===== config.mk =====
export PLATFORM = sky130hd
export DESIGN_NAME = rbwf_cell
export DESIGN_NICKNAME = d
export VERILOG_FILES = /design/src/design/rbwf_pkg.sv /design/src/design/rbwf_cell.sv
export SDC_FILE = /design/constraint.sdc
export NUM_CORES = 1
export LEC_CHECK = 0
export BUFFER_PORTS_ARGS = -buffer_cell sky130_fd_sc_hd__buf_2
export CAP_MARGIN = 25
export CORE_MARGIN = 2
export CORE_UTILIZATION = 47
export CTS_BUF_LIST = sky130_fd_sc_hd__clkbuf_8
export DETAILED_ROUTE_END_ITERATION = 8
export PLACE_DENSITY = 0.8
export SYNTH_ARGS = -nofsm -noshare
export SYNTH_HDL_FRONTEND = slang
export SYNTH_SLANG_ARGS = --single-unit

===== constraint.sdc =====
create_clock -name clk_i -period 1.8 [get_ports clk_i]
set_input_delay 0.54 -clock clk_i [delete_from_list [all_inputs] [get_ports clk_i]]
set_output_delay 0.54 -clock clk_i [all_outputs]
set_load 0.02 [all_outputs]

===== src/design/rbwf_pkg.sv =====
package rbwf_pkg;

  // Block geometry
  localparam int BLOCK_BYTES = 4096;
  localparam int OFF_W       = $clog2(BLOCK_BYTES);
  localparam int FILL_W      = OFF_W + 1;
  localparam int MAX_PATTERN = 16;
  localparam int PIDX_W      = (MAX_PATTERN > 1) ? $clog2(MAX_PATTERN) : 1;
  localparam int LEN_W       = 5;
  localparam int PAT_HALF_W  = 64;
  localparam int WOFF_W      = 12;
  localparam int CNT_W       = 13;
  localparam logic [CNT_W-1:0] COUNT_MAX = {CNT_W{1'b1}};

  typedef enum logic [1:0] {
    SCAN_ANY   = 2'd0,
    SCAN_EQUAL = 2'd1,
    SCAN_RISE  = 2'd2,
    SCAN_FALL  = 2'd3
  } scan_mode_e;

  typedef enum logic [1:0] {
    CFG_SCAN_MODE      = 2'd0,
    CFG_PATTERN_LENGTH = 2'd1,
    CFG_PATTERN_LOW    = 2'd2,
    CFG_PATTERN_HIGH   = 2'd3
  } cfg_index_e;

  typedef struct packed {
    logic [7:0] data_byte;
    logic       end_of_block;
  } in_item_t;

  typedef struct packed {
    logic [WOFF_W-1:0] window_offset;
    logic              still_candidate;
    logic [CNT_W-1:0]  match_count;
    logic              last;
  } out_item_t;

  // Per-cell compare of the current byte against the snapshot byte
  typedef struct packed {
    logic eq_prev;
    logic gt_prev;
  } cell_flags_t;

  // Decision context for the window under test
  typedef struct packed {
    logic complete;
    logic cand;
  } judge_req_t;

  // Pick pattern byte idx out of {high, low}
  function automatic logic [7:0] pat_byte(input logic [2*PAT_HALF_W-1:0] pat,
                                          input logic [PIDX_W-1:0]       idx);
    return pat[{idx, 3'b000} +: 8];
  endfunction

endpackage


===== src/design/rbwf_cell.sv =====
module rbwf_cell (
  input  logic                 clk_i,
  input  logic                 rst_ni,
  input  logic                 shift_i,
  input  logic [7:0]           cur_i,
  input  logic [7:0]           prev_i,
  output logic [7:0]           cur_o,
  output logic [7:0]           prev_o,
  output rbwf_pkg::cell_flags_t flags_o
);
  import rbwf_pkg::*;

  logic [7:0] cur_q;
  logic [7:0] prev_q;

  // Take the neighbor's byte pair on each shift
  always_ff @(posedge clk_i or negedge rst_ni) begin
    if (!rst_ni) begin
      cur_q  <= '0;
      prev_q <= '0;
    end else if (shift_i) begin
      cur_q  <= cur_i;
      prev_q <= prev_i;
    end
  end

  // Compare this position against the previous scan
  always_comb begin
    flags_o.eq_prev = (cur_q == prev_q);
    flags_o.gt_prev = (cur_q > prev_q);
  end

  assign cur_o  = cur_q;
  assign prev_o = prev_q;

endmodule


==> metrics.txt, run 1 <==
slowest stage delay, CP 410 ps; Int Pwr 0.735 mW; cell area after layout 1160 µm²; Switching Fraction 0.299; multiplexer area fraction after synthesis 0.131; drt first pass iters 4; Synth Area in Compound Gates 0.102; commonest non-fill, non-tap cell in the layout buf_2; Area after DPL 1020 µm²; sequential area share after synthesis 0.500; largest net degree at the start of global routing 25; fraction of the cycle the final worst path needs 1.20; Initial Util 0.514; failing checks setup timing; Max Slew Vio Count 0; unrepaired setup endpoints after global routing true; Top Usage Layer GRT met2; worst-case vdd ir drop 0.828 mV; n_diodes 0; FF-to-FF path depth 3; 1st-iter DRT viols 21; FF+latch count, synth 16; Fillers 124; Max Cap Viol 0; grt met2 use 0.337; DRC Markers 0; CP required 1260 ps; Post-Syn Instances 71; gr ovfl total 0; Post-DRT Antenna Nets 0; synthesis-to-finish area growth 45.2%; combinational family with the most area after synthesis multiplexers; Skew-Pair Late Insertion Delay 250 ps; Arrival @ worst endpoint 1620 ps; actual slew at the worst max-slew pin 454 ps; Mapped Nets 98; Post-Synth XOR/XNOR Area 0; Sequential Power Share 0.403; Leak 0.591 nW; CTS H-Tree Depth 1; global-route wire length before repair 2.81 mm; critical-path maximum fanout 2; IO Pins 37; CP cell instances inv_2 -> ha_4 -> nor2b_1 -> o211ai_1 -> a21oi_1 -> o22a_2 -> buf_6; clock network fraction of total power 0.305; Peak Freq 463 MHz; met1 Resource Use GR 0.227; Longest Clk Path Bufs 2; worst hold path class in2async; pwr dens 902 nW/µm²; Syn. warnings 0; clock slew seen by the registers of the worst setup and hold paths 60 ps; Core ar. 1560 µm²; Psw 0.314 mW; Fin Setup TNS -587 ps; Avg Cell Area, Syn 11.3 µm²; final net count 144; most frequent cells in the layout buf_2, dfrtp_1, nand2_1, o21ai_0, buf_4; share of post-route cells with drive strength above 1 0.578; Final Hold Fails 0; post-synthesis simple-gate area fraction 0.0703; clk sinks 16; post-synth cell types 15; drt via density 5.27; # port buffers 36; total CTS buffers 3; Cell Rows 14; via count 696; Die ar. 2050 µm²; vias in the first global route 645; width of the die 45.3 µm; Multi-input gate area 402 µm²; slew margin rel. 0.697; CP Launch Type register; combinational share of power 0.292; Final WS setup -360 ps; HPWL after detailed placement 1.30 mm; gp weighted congestion 0.741; routed len/inst 14.2 µm; Crit-path slowest cell dfrtp_2; Tot Pwr 1.05 mW; gr usage total 0.190; cell chosen for the clock root clkbuf_8; register area 403 µm²; Worst Skew 0 ps; crit path time final 2160 ps; Die Height 45.3 µm; grt met3 use 0.0360; Syn Std Cell Area 801 µm²; initial antenna violation count 0; total routed wirelength 1.88 mm; endpoints failing setup 2; crit end category output pin; adder-cell area share of the yosys netlist 0.125; CTS tree done; kind of critical path reg2out; run status finished with violations
[cell usage after synthesis]
cell type | count | share of area
o22a_1 | 1 | 0.011
buf_2 | 1 | 0.0062
buf_6 | 2 | 0.028
ha_1 | 8 | 0.13
o211ai_1 | 1 | 0.0094
nor2b_1 | 1 | 0.0078
nor2_1 | 1 | 0.0047
a21oi_1 | 4 | 0.025
mux2_2 | 4 | 0.056
inv_1 | 8 | 0.038
nand4_1 | 2 | 0.016
o21ai_0 | 9 | 0.056
dfrtp_1 | 16 | 0.50
mux2_4 | 4 | 0.075
nand2_1 | 9 | 0.042
[flip-flops by register name, indices dropped and copies added, names as in the netlist]
| name | cells |
|---|---|
| cur_o | 8 |
| prev_o | 8 |
[per-layer routing]
layer,part of all wire,wire length [µm]
met2,0.49,913
met4,0.013,25
met3,0.043,80
met1,0.46,860
met5,0,0
[cells by family after synthesis]
family                     count (synthesis)
DFF                                       16
muxes                                      8
AOI/OAI and AO/OA                         15
and+or+nand+nor                           13
buffers and inverters                     11
adders and majority gates                  8
[power by group through the flow]
stage / clock network, mW / registers [mW] / logic [mW]
final: 0.320 / 0.423 / 0.306
after global routing: 0.342 / 0.426 / 0.336
after CTS: 0.324 / 0.418 / 0.286
after detailed placement: 0 / 0.424 / 0.263
after global placement: 0 / 0.421 / 0.254
after floorplan: 0 / 0.467 / 0.119
[worst paths after layout]
path | slack (ps) | start | to
max reg2reg | 740 | cur_o[5]$_DFFE_PN0P_ | cur_o[5]$_DFFE_PN0P_
min | 200 | rst_ni | prev_o[0]$_DFFE_PN0P_
min reg2reg | 550 | cur_o[2]$_DFFE_PN0P_ | cur_o[2]$_DFFE_PN0P_
max in group asynchronous | 1320 | rst_ni | prev_o[1]$_DFFE_PN0P_
min in group clk_i | 500 | prev_i[2] | prev_o[2]$_DFFE_PN0P_
max | -360 | prev_o[1]$_DFFE_PN0P_ | flags_o[0]
[worst max-delay path, delay by kind of cell (launching register included)]
kind,cells,cell delay (ps)
compound gates,3,450
flops,1,410
buf+inv,2,200
fa+ha+maj,1,190
simple gates,1,130
[timing repair]
item                                    4_1_cts  5_1_grt
hold buffers                                  0        0
buffers inserted                              2        2
resized for setup                             4        7
endpoints found under the setup margin        2        2
endpoints found under the hold margin         0        0
pin swaps                                     6        4
[layout make-up]
| type | count | area share |
|---|---|---|
| clock buffer | 4 | 0.0474 |
| multi-input combinational | 44 | 0.346 |
| sequential | 16 | 0.347 |
| timing repair buffer | 44 | 0.217 |
| inverter | 8 | 0.0258 |
| tap | 16 | 0.0172 |
[per-stage QoR]
step	util	setup WS (ps)	std cells	hold slack [ps]
after floorplan	-	-28.6	71	244
after global placement	0.654	-60.9	124	465
after detailed placement	0.654	-91.4	124	470
after CTS	0.713	-340	130	202
after global routing	0.746	-449	132	207
final	0.746	-360	132	196
No activity file was read; power rests on OpenSTA's default activity.
==> run 2: changes to the inputs <==
==> constraint.sdc (replaced) <==
create_clock -name clk_i -period 2 [get_ports clk_i]
set_input_delay 0.6 -clock clk_i [delete_from_list [all_inputs] [get_ports clk_i]]
set_output_delay 0.6 -clock clk_i [all_outputs]
set_load 0.02 [all_outputs]
==> run 2 against run 1 <==
  * The run still ends with setup timing left
  * Hold slack better by 67 ps
  * Clock power fell by 27%
  * Die area did not move
  * Sequential share of layout area up 2.7 points
  * Sequential cell count unchanged
  * Utilization is 5.9 points lower
  * Final area down 7.9%
  * Via count decreased by 9.8%
  * Critical path depth fell by 1
  * Wire length fell by 18%
  * Sequential power is 11% lower
  * Critical endpoint unchanged
  * Largest cell class unchanged
  * Largest power group unchanged
==> metrics.txt, run 2 (synthesized netlist as in run 1, its figures left out) <==
largest net degree at the start of global routing 25; 1st-iter DRT viols 6; clock slew seen by the registers of the worst setup and hold paths 60 ps; Leak 0.562 nW; Fillers 126; Longest Clk Path Bufs 2; Post-DRT Antenna Nets 0; IO Pins 37; Cell Rows 14; combinational share of power 0.285; share of post-route cells with drive strength above 1 0.495; Placed Cells 120; Core ar. 1560 µm²; n_diodes 0; cell chosen for the clock root clkbuf_8; # port buffers 36; routed len/inst 12.3 µm; width of the die 45.3 µm; DRC Markers 0; worst setup path start cur_o[1]$_DFFE_PN0P_; failing checks setup timing; CP Launch Type register; Psw 0.251 mW; most frequent cells in the layout buf_2, dfrtp_1, nand2_1, o21ai_0; Arrival @ worst endpoint 1590 ps; global-route wire length before repair 2.30 mm; CP required 1400 ps; pwr dens 797 nW/µm²; fraction of the cycle the final worst path needs 1.09; run status finished with violations; kind of critical path reg2out; unrepaired setup endpoints after global routing true; clk sinks 16; FF-to-FF path depth 2; total CTS buffers 3; Area after DPL 973 µm²; Initial Util 0.514; final std cells w/o fill 125; gr ovfl total 0; Max Slew Vio Count 0; Reg2Reg Setup Slack 1070 ps; WL met2 747 µm; Setup WS pre-CTS 25.6 ps; gp weighted congestion 0.763; Int Pwr 0.602 mW; worst-case vdd ir drop 0.726 mV; commonest non-fill, non-tap cell in the layout buf_2; Peak Freq 457 MHz; Sequential Power Share 0.442; Final Hold Fails 0; Max Cap Viol 0; Finished Core Util 0.687; Skew-Pair Late Insertion Delay 240 ps; endpoints failing setup 1; cts hold-fix bufs 0; final net count 138; gr usage total 0.157; CTS tree done; clock network fraction of total power 0.273; crit path time final 2190 ps; vias in the first global route 583; WL met1 688 µm; cell area after layout 1070 µm²; Worst Skew 0 ps; crit end category output pin; Switching Fraction 0.295; FF-to-FF End cur_o[1]$_DFFE_PN0P_; Tot Pwr 0.853 mW; HPWL after detailed placement 1.11 mm; total routed wirelength 1.53 mm; actual slew at the worst max-slew pin 422 ps; Die Height 45.3 µm; Reg2Reg Launch Point cur_o[1]$_DFFE_PN0P_; drt via density 5.02; slew margin rel. 0.718; via count 628; max layer used met3; drt first pass iters 4; CTS H-Tree Depth 1; Final WS setup -187 ps; worst hold path class in2async; critical-path maximum fanout 2; initial antenna violation count 0; met3 routed WL 98 µm; synthesis-to-finish area growth 33.8%; Die ar. 2050 µm²
[run 2: cell types whose count changed in the layout (fill, tap and decap cells not counted), sizes merged]
cell    delta
buf        -6
clkbuf     -1
[run 2: cell type report]
| cell class | instances | area, µm² | share of cell area |
|---|---|---|---|
| sequential | 16 | 400 | 0.374 |
| timing repair buffer | 38 | 204 | 0.190 |
| multi-input combinational | 44 | 375 | 0.350 |
| tap | 16 | 20.0 | 0.0187 |
| inverter | 8 | 30.0 | 0.0280 |
| clock buffer | 3 | 41.3 | 0.0386 |
[run 2: power groups by stage]
stage	Clock [mW]	Combinational, mW	Sequential, mW
after CTS	0.239	0.217	0.375
after floorplan	0	0.104	0.418
final	0.233	0.243	0.377
after global placement	0	0.212	0.379
after detailed placement	0	0.216	0.381
after global routing	0.257	0.270	0.381
[run 2: per-layer routing]
metal  GRT usage  vias up
met5           0        -
met4      0.0529        0
met3      0.0480        0
met2       0.254       24
met1       0.199      287
li1            -      317
[run 2: repair_timing]
item                       in CTS  in global routing
resized for setup               1                  7
pin swaps                       1                  4
buffers inserted                0                  2
setup endpoints to repair       2                  2
cloned                          0                  0
[run 2: worst max-delay path, cell delays in order, from the launching register on]
cell	delay [ps]
dfrtp_1	410
ha_4	250
nor2b_4	120
o211ai_1	160
a21oi_1	90
o22a_1	180
buf_6	130
[run 2: worst max path at each step]
stage | endpoint | slack (ps)
floorplan | flags_o[0] | 40
global placement | flags_o[0] | 70
detailed placement | flags_o[0] | 30
CTS | flags_o[0] | -240
global route | flags_o[0] | -290
finish | flags_o[0] | -190
[run 2: stage by stage]
stage               setup TNS, ps  hold WS, ps
detailed placement              0          529
floorplan                       0          304
global route                 -337          286
global placement                0          517
finish                       -187          263
CTS                          -237          269
