[src/design/rbwf_pkg.sv]
package rbwf_pkg;

  // Block geometry
  localparam int BLOCK_BYTES = 4096;
  localparam int OFF_W       = $clog2(BLOCK_BYTES);
  localparam int FILL_W      = OFF_W + 1;
  localparam int MAX_PATTERN = 16;
  localparam int PIDX_W      = (MAX_PATTERN > 1) ? $clog2(MAX_PATTERN) : 1;
  localparam int LEN_W       = 5;
  localparam int PAT_HALF_W  = 64;
  localparam int WOFF_W      = 12;
  localparam int CNT_W       = 13;
  localparam logic [CNT_W-1:0] COUNT_MAX = {CNT_W{1'b1}};

  typedef enum logic [1:0] {
    SCAN_ANY   = 2'd0,
    SCAN_EQUAL = 2'd1,
    SCAN_RISE  = 2'd2,
    SCAN_FALL  = 2'd3
  } scan_mode_e;

  typedef enum logic [1:0] {
    CFG_SCAN_MODE      = 2'd0,
    CFG_PATTERN_LENGTH = 2'd1,
    CFG_PATTERN_LOW    = 2'd2,
    CFG_PATTERN_HIGH   = 2'd3
  } cfg_index_e;

  typedef struct packed {
    logic [7:0] data_byte;
    logic       end_of_block;
  } in_item_t;

  typedef struct packed {
    logic [WOFF_W-1:0] window_offset;
    logic              still_candidate;
    logic [CNT_W-1:0]  match_count;
    logic              last;
  } out_item_t;

  // Per-cell compare of the current byte against the snapshot byte
  typedef struct packed {
    logic eq_prev;
    logic gt_prev;
  } cell_flags_t;

  // Decision context for the window under test
  typedef struct packed {
    logic complete;
    logic cand;
  } judge_req_t;

  // Pick pattern byte idx out of {high, low}
  function automatic logic [7:0] pat_byte(input logic [2*PAT_HALF_W-1:0] pat,
                                          input logic [PIDX_W-1:0]       idx);
    return pat[{idx, 3'b000} +: 8];
  endfunction

endpackage

[src/design/rbwf_judge.sv]
module rbwf_judge (
  input  rbwf_pkg::scan_mode_e                                mode_i,
  input  logic [rbwf_pkg::LEN_W-1:0]                          len_i,
  input  logic [2*rbwf_pkg::PAT_HALF_W-1:0]                   pattern_i,
  input  logic [rbwf_pkg::MAX_PATTERN-1:0][7:0]               cur_i,
  input  rbwf_pkg::cell_flags_t [rbwf_pkg::MAX_PATTERN-1:0]   flags_i,
  input  rbwf_pkg::judge_req_t                                req_i,
  output logic                                                keep_o
);
  import rbwf_pkg::*;

  logic [PIDX_W-1:0] idx_top;
  logic              eq_all;
  logic              found;
  logic              gt_sel;
  logic              first_eq;
  logic              passes;

  // Cell k holds window byte len-1-k; the oldest byte sits in cell len-1
  always_comb begin
    idx_top = PIDX_W'(len_i - 1'b1);
    eq_all  = 1'b1;
    found   = 1'b0;
    gt_sel  = 1'b0;
    for (int k = 0; k < MAX_PATTERN; k++) begin
      if (k < int'(len_i)) begin
        if (cur_i[k] != pat_byte(pattern_i, PIDX_W'(idx_top - PIDX_W'(k)))) begin
          eq_all = 1'b0;
        end
      end
      // Highest differing cell below the first byte is the earliest difference
      if ((k < int'(len_i) - 1) && !flags_i[k].eq_prev) begin
        found  = 1'b1;
        gt_sel = flags_i[k].gt_prev;
      end
    end
    first_eq = flags_i[idx_top].eq_prev;
  end

  // Apply the condition of the latched mode
  always_comb begin
    unique case (mode_i)
      SCAN_ANY:   passes = 1'b1;
      SCAN_EQUAL: passes = eq_all;
      SCAN_RISE:  passes = first_eq & found & gt_sel;
      SCAN_FALL:  passes = first_eq & found & ~gt_sel;
    endcase
    keep_o = (mode_i == SCAN_ANY) | (req_i.complete & req_i.cand & passes);
  end

endmodule

[config.mk]
export PLATFORM = sky130hd
export DESIGN_NAME = rbwf_judge
export DESIGN_NICKNAME = d
export VERILOG_FILES = /design/src/design/rbwf_pkg.sv /design/src/design/rbwf_judge.sv
export SDC_FILE = /design/constraint.sdc
export NUM_CORES = 1
export LEC_CHECK = 0
export ABC_AREA = 1
export BUFFER_PORTS_ARGS = -buffer_cell sky130_fd_sc_hd__buf_2
export CORE_UTILIZATION = 40
export DETAILED_ROUTE_END_ITERATION = 16
export PLACE_DENSITY_LB_ADDON = 0.08
export SLEW_MARGIN = 15
export SYNTH_ARGS = -nofsm -noshare
export SYNTH_HDL_FRONTEND = slang
export SYNTH_SLANG_ARGS = --single-unit
[constraint.sdc]
create_clock -name vclk -period 14.9
set_clock_uncertainty 0.1 [all_clocks]
set_input_delay 3.725 -clock vclk [all_inputs]
set_output_delay 3.725 -clock vclk [all_outputs]
set_load 0.005 [all_outputs]
==> results of run 1 <==
power breakdown:
group / switching [mW] / leakage, nW / internal [mW] / total [mW]
clock network: 0 / 0.00000634 / 0.00000000898 / 0.00000000898
logic: 0.368 / 4.88 / 0.196 / 0.564
registers: 0 / 0 / 0 / 0
cells in the final DEF, fill, tap and decap left out, types with 12 or more instances in the layout:
| master | netlist | routed |
|---|---|---|
| a21oi_1 | 21 | 21 |
| buf_2 | 28 | 297 |
| ha_1 | 13 | 12 |
| inv_1 | 130 | 130 |
| mux2i_1 | 22 | 22 |
| nand2_1 | 612 | 612 |
| nand3_1 | 20 | 20 |
| nand4_1 | 12 | 12 |
| nor2_1 | 32 | 32 |
| nor3_1 | 15 | 15 |
| nor4_1 | 15 | 15 |
| o21ai_0 | 432 | 432 |
| o21ai_1 | 36 | 36 |
| xnor2_1 | 43 | 40 |
| xor2_1 | 80 | 79 |
cells by family after synthesis:
logic type      synth area share
simple gates               0.357
compound gates             0.331
buf+inv                    0.119
xor+xnor                   0.145
mux                       0.0273
fa+ha+maj                 0.0202
final cells by class:
class	count	area [um2]	area share
multi-input cells	1403	7140	0.747
repair buffers	308	1570	0.164
inverters	136	510	0.0535
well taps	265	332	0.0347
diodes	1	2.50	0.000262
routing by layer:
layer	share of wire	vias up	track usage	wire, um
met3	0.083	60	0.0320	3000
met5	0	-	0	0
met4	0.040	0	0.124	1450
met2	0.44	532	0.552	15900
li1	-	5771	-	-
met1	0.44	4944	0.461	15900
worst min-delay path, delay by kind of cell:
| family | cells | cell delay, ns |
|---|---|---|
| buffers and inverters | 2 | 0.20 |
| and+or+nand+nor | 2 | 0.13 |
through the flow:
step	setup slack, ns	util
after floorplan	3.50	-
final	2.27	0.488
after global placement	2.53	0.487
after CTS	2.41	0.487
after global routing	1.86	0.488
after detailed placement	2.43	0.487
worst max path at each step:
stage	from	endpoint	slack, ns	cells after the start
3_3_place_gp	len_i[0]	keep_o	2.53	23
3_5_place_dp	len_i[0]	keep_o	2.43	23
2_1_floorplan	len_i[0]	keep_o	3.50	29
5_1_grt	len_i[0]	keep_o	1.86	24
4_1_cts	len_i[0]	keep_o	2.41	23
6_report	len_i[0]	keep_o	2.27	23
==> summary.md, run 1 <==
| Metric | Value |
|---|---|
| Status | finished clean |
| Critical Path AT | 8.81 ns |
| # nets final | 2159 |
| Critical Path Source Type | input port |
| Cell Area, Synth | 8060 um2 |
| Final Power | 564 uW |
| Final WL | 36200 um |
| Top-area cell type share of the netlist area | 0.285 |
| Post-synthesis sequential area ratio | 0 |
| Fin. max-slew vios | 0 |
| Postcts setup bufs | 0 |
| Post-Syn Area per Cell | 4.90 um2 |
| Starting Density | 0.411 |
| Relative slew slack | 0.247 |
| Max FO, Critical Path | 76 |
| Gr usage total | 0.340 |
| Count leader, synth | nand2_1 |
| Cells along the critical path | buf_4, inv_2, ha_2, buf_4, inv_1, ha_1, xnor2_2, inv_1, nand2_1, o21ai_0, xor2_1, nor3_1, nand4_1, inv_1, nand4_1, nor2_1, nand2_1, nand2_1, nand2_1, nand2_1, nand2_1, nand2_1, buf_2 |
| Syn_nets | 1953 |
| Via density | 5.35 |
| Slowest CP cell | xnor2_2 |
| # clk buffers | 0 |
| Vias in the first global route | 9605 |
| F_max | 79.2 MHz |
| Worst hold slack | 7.69 ns |
| CP required | 11.07 ns |
| DRC Markers | 0 |
| Cell family with most CP delay | buffers and inverters |
| # resized after CTS | 0 |
| RSZ-0062 raised after global routing | no |
| Hold buffer count at cts | 0 |
| WS Path Type | in2out |
| Worst setup EP type | primary output |
| Cells after DPL | 2112 |
| Post-synth cell types | 39 |
| Cell area after layout | 9550 um2 |
| Cell Pwr Density | 59.0 nW/um2 |
| Worst Path Buf+Inv | 7 |
| Iteration count of the initial detailed-routing pass | 7 |
| Hold Path End | keep_o |
| Critical path's largest stage delay | 0.60 ns |
| Final Critical Period | 12.63 ns |
| I/O pin cnt | 298 |
| Synthesis warning total | 0 |
| FF+latch count | 0 |
| Largest net degree at the start of global routing | 113 |
| Die Y | 144 um |
| Setup tns final | 0 ns |
| Post-DP Area | 9550 um2 |
| Final hold vios | 0 |
| Synth area leaders | nand2_1 (29%), o21ai_0 (27%), xor2_1 (8.7%) |
| Hold Path Depth | 4 |
| Max VDD drop | 25.6 uV |
| Core box area | 19600 um2 |
| Chip Width | 144 um |
| Actual slew at the worst max-slew pin | 1.12 ns |
| Fin crit share | 0.848 |
| Setup violations, final | 0 |
| HP Class | in2out |
| PortBufs | 298 |
| DRT iter0 DRCs | 1051 |
| Detail Route Antenna Nets | 0 |
| Post-DP HPWL | 31100 um |
| Placer's final routability congestion estimate | 0.971 |
| First-pass GRT wire length | 52900 um |
| Post-synth top cells | nand2_1 (612), o21ai_0 (432), inv_1 (130) |
| Area growth syn-to-layout | 18.6% |
| Std cell rows | 51 |
| Crit path top cell by count | nand2_1 |
| Initial antenna violation count | 1 |
| Min-delay src | mode_i[0] |
| Final non-filler cell total | 2113 |
| Fill cell count | 2235 |
| Register area | 0 um2 |
| Syn Inst Count | 1643 |
| DIE AREA | 20700 um2 |
| Via count | 11300 |
| Routed len/inst | 17.1 um |
| Max Cap Viol | 0 |
| Leakage | 4.88 nW |
| Leading area contributor after synthesis | nand2_1 |
| Layout cells sized above 1 | 0.183 |
| Total grt overflow | 0 |
No activity file was read; power rests on OpenSTA's default activity.
==> run 2, diff against run 1 <==
Clock period 14.9 ns to 12 ns, I/O delays scaled along.
==> run 2 against run 1 <==
Die area unchanged. Non-clock buffer count up 3. Critical path depth down 2. Via count down 0.49%. First-iteration DRC count up 3.7%. Combinational power up 25%. Power up 25%.
==> summary.md, run 2 (synthesized netlist as in run 1, its figures left out) <==
| Metric | Value |
|---|---|
| F_max | 91.8 MHz |
| Critical Path AT | 7.80 ns (-1.01 ns) |
| Hold buffer count at cts | 0 (unchanged) |
| Register area | 0 um2 (unchanged) |
| Core box area | 19600 um2 (unchanged) |
| Layout cells sized above 1 | 0.184 (+0.00132) |
| First-pass GRT wire length | 54100 um (+2.2%) |
| Worst Path Buf+Inv | 5 (-2) |
| Max Cap Viol | 0 (unchanged) |
| Cells along the critical path | buf_4, inv_2, buf_4, nand2_1, nand2_1, nand2_4, xnor2_2, inv_1, o21ai_0, xor2_1, nand4_1, nor2_1, nand4_1, nand2_1, nand3_1, nor2_1, nand2_1, nand2_1, nand2_1, nand2_1, buf_2 |
| Chip Width | 144 um (unchanged) |
| RSZ-0062 raised after global routing | no |
| # nets final | 2162 (+0.14%) |
| DRT iter0 DRCs | 1090 (+3.7%) |
| Postcts setup bufs | 0 (unchanged) |
| Max VDD drop | 31.4 uV (+23%) |
| Internal power | 245 uW (+25%) |
| Total grt overflow | 0 (unchanged) |
| DRC Markers | 0 (unchanged) |
| Std cell rows | 51 (unchanged) |
| Ant diodes | 0 (-1) |
| Worst hold slack | 6.25 ns (-1.44 ns) |
| Fill cell count | 2265 (+1.3%) |
| Initial antenna violation count | 0 (-1) |
| Status | finished clean |
| Max FO, Critical Path | 109 (+43%) |
| Routed len/inst | 17.6 um (+2.7%) |
| Critical Path Source Type | input port |
| FF+latch count | 0 (unchanged) |
| Area growth syn-to-layout | 18.9% |
| Final WL | 37200 um (+2.8%) |
| WS Path Type | in2out |
| Largest net degree at the start of global routing | 110 (-2.7%) |
| Critical path's largest stage delay | 0.75 ns (+0.15 ns) |
| Actual slew at the worst max-slew pin | 0.969 ns (-0.154 ns) |
| Setup tns final | 0 ns (unchanged) |
| Dpl ws | 1.21 ns (-1.22 ns) |
| Final WS setup | 1.10 ns (-1.16 ns) |
| Worst setup EP type | primary output |
| Gr usage total | 0.350 (+0.00993) |
| Starting Density | 0.411 (unchanged) |
| Flop pwr share | 0 (unchanged) |
| Via count | 11300 (-0.49%) |
| Detail Route Antenna Nets | 0 (unchanged) |
| Via density | 5.32 (-0.58%) |
| HP Class | in2out |
| Clock power share | 0 (unchanged) |
| Relative slew slack | 0.354 (+0.106) |
| Final hold vios | 0 (unchanged) |
| Crit path top cell by count | nand2_1 |
| Sw frac | 0.653 (about the same) |
| Placer's final routability congestion estimate | 1.03 (+6.1%) |
| P_sw | 459 uW (+25%) |
| Iteration count of the initial detailed-routing pass | 6 (-1) |
| I/O pin cnt | 298 (unchanged) |
| Commonest non-fill, non-tap cell in the layout | nand2_1 |
| Die Y | 144 um (unchanged) |
| Cell Pwr Density | 73.5 nW/um2 (+24%) |
| DIE AREA | 20700 um2 (unchanged) |
| # resized after CTS | 0 (unchanged) |
| Post-DP HPWL | 32100 um (+3.1%) |
| Leakage | 4.90 nW (+0.32%) |
| Setup violations, final | 0 (unchanged) |
| Vias in the first global route | 9741 (+1.4%) |
| Final Critical Period | 10.90 ns |
| Fin crit share | 0.908 |
| Slowest CP cell | buf_4 |
| Fin. max-slew vios | 0 (unchanged) |
| # clk buffers | 0 (unchanged) |
| PortBufs | 298 (unchanged) |
| Most frequent cells in the layout | nand2_1 (612), o21ai_0 (432), buf_2 (297), inv_1 (130), xor2_1 (79) |
| Comb pwr share | 1.000 (about the same) |
| Cell family with most CP delay | simple AND/OR/NAND/NOR gates |
| CP required | 8.90 ns (-2.17 ns) |
-- run 2: changes by cell type in the layout (fill, tap and decap cells not counted) --
cell | before | now
xnor2_2 | 5 | 4
buf_4 | 11 | 14
xnor2_4 | 0 | 1
diode_2 | 1 | 0
-- run 2: per-layer routing --
layer / part of all wire / track usage / up-vias / routed length [um]
met2: 0.44 / 0.576 / 491 / 16500
met1: 0.45 / 0.479 / 4924 / 16700
li1: - / - / 5773 / -
met3: 0.072 / 0.0230 / 64 / 2670
met5: 0 / 0 / - / 0
met4: 0.035 / 0.114 / 0 / 1320
-- run 2: final cells by class --
class | count | area [um2] | share of cell area
tap | 265 | 332 | 0.0346
timing repair buffer | 311 | 1590 | 0.166
inverter | 136 | 510 | 0.0533
multi-input combinational | 1403 | 7150 | 0.746
-- run 2: path summary, 6_finish.rpt --
path | start | to | slack (ns) | depth (start not counted)
worst max-delay path | len_i[0] | keep_o | 1.10 | 21
worst min-delay path | mode_i[0] | keep_o | 6.25 | 4
-- run 2: power groups by stage --
stage	sequential [mW]	clock, mW	combinational, mW
6_report	0	0	0.704
3_3_place_gp	0	0	0.687
4_1_cts	0	0	0.694
2_1_floorplan	0	0	0.484
5_1_grt	0	0	0.786
3_5_place_dp	0	0	0.692
-- run 2: stage by stage --
stage                      util  cells  area (um2)  power [mW]
after floorplan               -   1643        8060       0.484
after global routing      0.489   2115        9580       0.786
after CTS                 0.489   2115        9570       0.694
after detailed placement  0.489   2115        9570       0.692
final                     0.489   2115        9580       0.704
after global placement    0.489   2115        9570       0.687
==> run 3, diff against run 2 <==
Settings changed: ABC_AREA 1 to default.
==> run 3 against run 2 <==
Global-route usage decreased by 1.1 points. Die area rose by 36%. Largest power group unchanged. Largest cell class unchanged. Power grew 40%. Count of clock-buffer cells in the layout unchanged. Cell count shrank 21%. Sequential cell count is the same. Sequential share of layout area unchanged. Non-clock buffer count rose by 14. Routed wire length is 30% higher.
==> summary.md, run 3 <==
| Metric | Value |
|---|---|
| Setup violations, final | 0 (unchanged) |
| Synth area leaders | mux4_2 (41%), mux2i_1 (16%), xnor2_1 (6.7%) |
| Compound-cell area share of the yosys netlist | 0.107 (-0.224) |
| Leakage | 5.18 nW (+5.7%) |
| First-pass GRT wire length | 70500 um (+30%) |
| Starting Density | 0.408 (-0.00344) |
| Layout cells sized above 1 | 0.433 (+0.248) |
| Cell Pwr Density | 77.2 nW/um2 (+5.1%) |
| Simple logic cell fraction of the synthesized area | 0.110 (-0.247) |
| PortBufs | 298 (unchanged) |
| Final hold vios | 0 (unchanged) |
| Setup tns final | 0 ns (unchanged) |
| Top-area cell type share of the netlist area | 0.408 (+0.123) |
| Post-synth top cells | mux4_2 (199), mux2i_1 (173), nand2_1 (86) |
| Final WL | 48500 um (+30%) |
| Fin. max-slew vios | 0 (unchanged) |
| Std cell rows | 60 (+18%) |
| Most frequent cells in the layout | buf_2 (296), mux4_2 (199), mux2i_1 (173), nand2_1 (86), xnor2_1 (82) |
| Commonest non-fill, non-tap cell in the layout | buf_2 |
| Max FO, Critical Path | 20 (-82%) |
| Via count | 11300 (+0.38%) |
| Detail Route Antenna Nets | 0 (unchanged) |
| Routed len/inst | 29.0 um (+65%) |
| Hold buffer count at cts | 0 (unchanged) |
| Critical Path AT | 7.97 ns (+0.17 ns) |
| Postcts setup bufs | 0 (unchanged) |
| Vias in the first global route | 10700 (+9.9%) |
| DIE AREA | 28100 um2 (+36%) |
| Chip Width | 168 um (+17%) |
| Via density | 6.76 (+27%) |
| Cell Area, Synth | 11000 um2 (+36%) |
| Relative slew slack | 0.304 (-0.0499) |
| # clk buffers | 0 (unchanged) |
| Placer's final routability congestion estimate | 0.978 (-5.0%) |
| Area growth syn-to-layout | 15.8% |
| # resized after CTS | 0 (unchanged) |
| Actual slew at the worst max-slew pin | 1.04 ns (+0.0698 ns) |
| FF+latch count | 0 (unchanged) |
| Initial antenna violation count | 0 (unchanged) |
| Final Critical Period | 11.07 ns (+0.173 ns) |
| Die Y | 168 um (+17%) |
| Post-synthesis adder-cell area fraction | 0.0148 (-0.00539) |
| Status | finished clean |
| WS Path Type | in2out |
| RSZ-0062 raised after global routing | no |
| Fill cell count | 2683 (+18%) |
| Post-synth cell types | 71 (+82%) |
| Post-Syn Area per Cell | 10.0 um2 (+100%) |
| Register area | 0 um2 (unchanged) |
| F_max | 90.3 MHz (-1.6%) |
| Total grt overflow | 0 (unchanged) |
| DRT iter0 DRCs | 1327 (+22%) |
| DRC Markers | 0 (unchanged) |
| Leading area contributor after synthesis | mux4_2 |
| Max Cap Viol | 0 (unchanged) |
| # nets final | 1641 (-24%) |
| Iteration count of the initial detailed-routing pass | 7 (+1) |
| Gr usage total | 0.339 (-0.0109) |
| CP required | 8.90 ns (about the same) |
| Xor/xnor share of the synthesized area | 0.126 (-0.0187) |
| Post-synthesis mux area share | 0.592 (+0.565) |
| Worst setup EP type | primary output |
| Post-synthesis sequential area ratio | 0 (unchanged) |
| Largest net degree at the start of global routing | 122 (+11%) |
| Core box area | 27000 um2 (+38%) |
| Largest family of logic cells by synthesized area | multiplexers |
| Critical Path Source Type | input port |
| Max VDD drop | 28.8 uV (-8.4%) |
| Syn_nets | 1404 (-28%) |
| Post-DP HPWL | 39100 um (+22%) |
| Fin crit share | 0.922 (+0.0144) |
| HP Class | in2out |
| I/O pin cnt | 298 (unchanged) |
| Count leader, synth | mux4_2 |
| Final Power | 983 uW (+40%) |
| Syn Inst Count | 1094 (-33%) |
| Synthesis warning total | 0 (unchanged) |
[run 3: worst paths after layout]
check | startpoint | to | cells after the start
min | mode_i[1] | keep_o | 5
max | len_i[1] | keep_o | 19
[run 3: layer usage]
layer | GRT usage | wire [um]
met3 | 0.0551 | 4910
met2 | 0.547 | 22500
met4 | 0.116 | 1950
met5 | 0 | 0
met1 | 0.460 | 19100
[run 3: area by class of cell]
type | count | area (um2) | area share
timing repair buffer | 325 | 1740 | 0.136
antenna | 1 | 2.50 | 0.000197
multi-input combinational | 982 | 10500 | 0.823
tap | 341 | 427 | 0.0335
inverter | 22 | 85.1 | 0.00669
[run 3: where the power goes]
| part | total, mW | switching [mW] | internal (mW) |
|---|---|---|---|
| clock | 0.0000000112 | 0 | 0.0000000111 |
| sequential | 0 | 0 | 0 |
| combinational | 0.983 | 0.530 | 0.453 |
| total | 0.983 | 0.530 | 0.453 |
[run 3: cell families after synthesis]
logic type,Yosys count
AO/OA/AOI/OAI,172
XOR/XNOR,148
adder cells (fa/ha/maj),13
buffers and inverters,112
multiplexers,398
AND/OR/NAND/NOR,251
[run 3: critical path, cell delays in order]
cell and delay, ns:
buf_2 0.21, inv_1 0.19, ha_4 0.27, xnor2_4 0.34, buf_4 0.39, ha_1 0.24
inv_1 0.04, o32ai_1 0.48, o31a_1 0.41, nor2_1 0.09, buf_4 0.25, mux2i_1 0.16
xnor2_1 0.17, nor4_1 0.53, nand3_1 0.29, a31oi_1 0.22, o2111ai_1 0.14, o31ai_1 0.32
buf_2 0.18
[run 3: through the flow]
step                      area, um2  hold slack [ns]  utilization  cells  setup slack (ns)
after floorplan               11000             6.08            -   1094             0.894
after global placement        12700             6.41        0.472   1670             0.985
after detailed placement      12700             6.40        0.472   1670              1.04
after CTS                     12700             6.40        0.472   1670              1.01
after global routing          12700             6.45        0.472   1670             0.647
final                         12700             6.41        0.472   1671             0.930
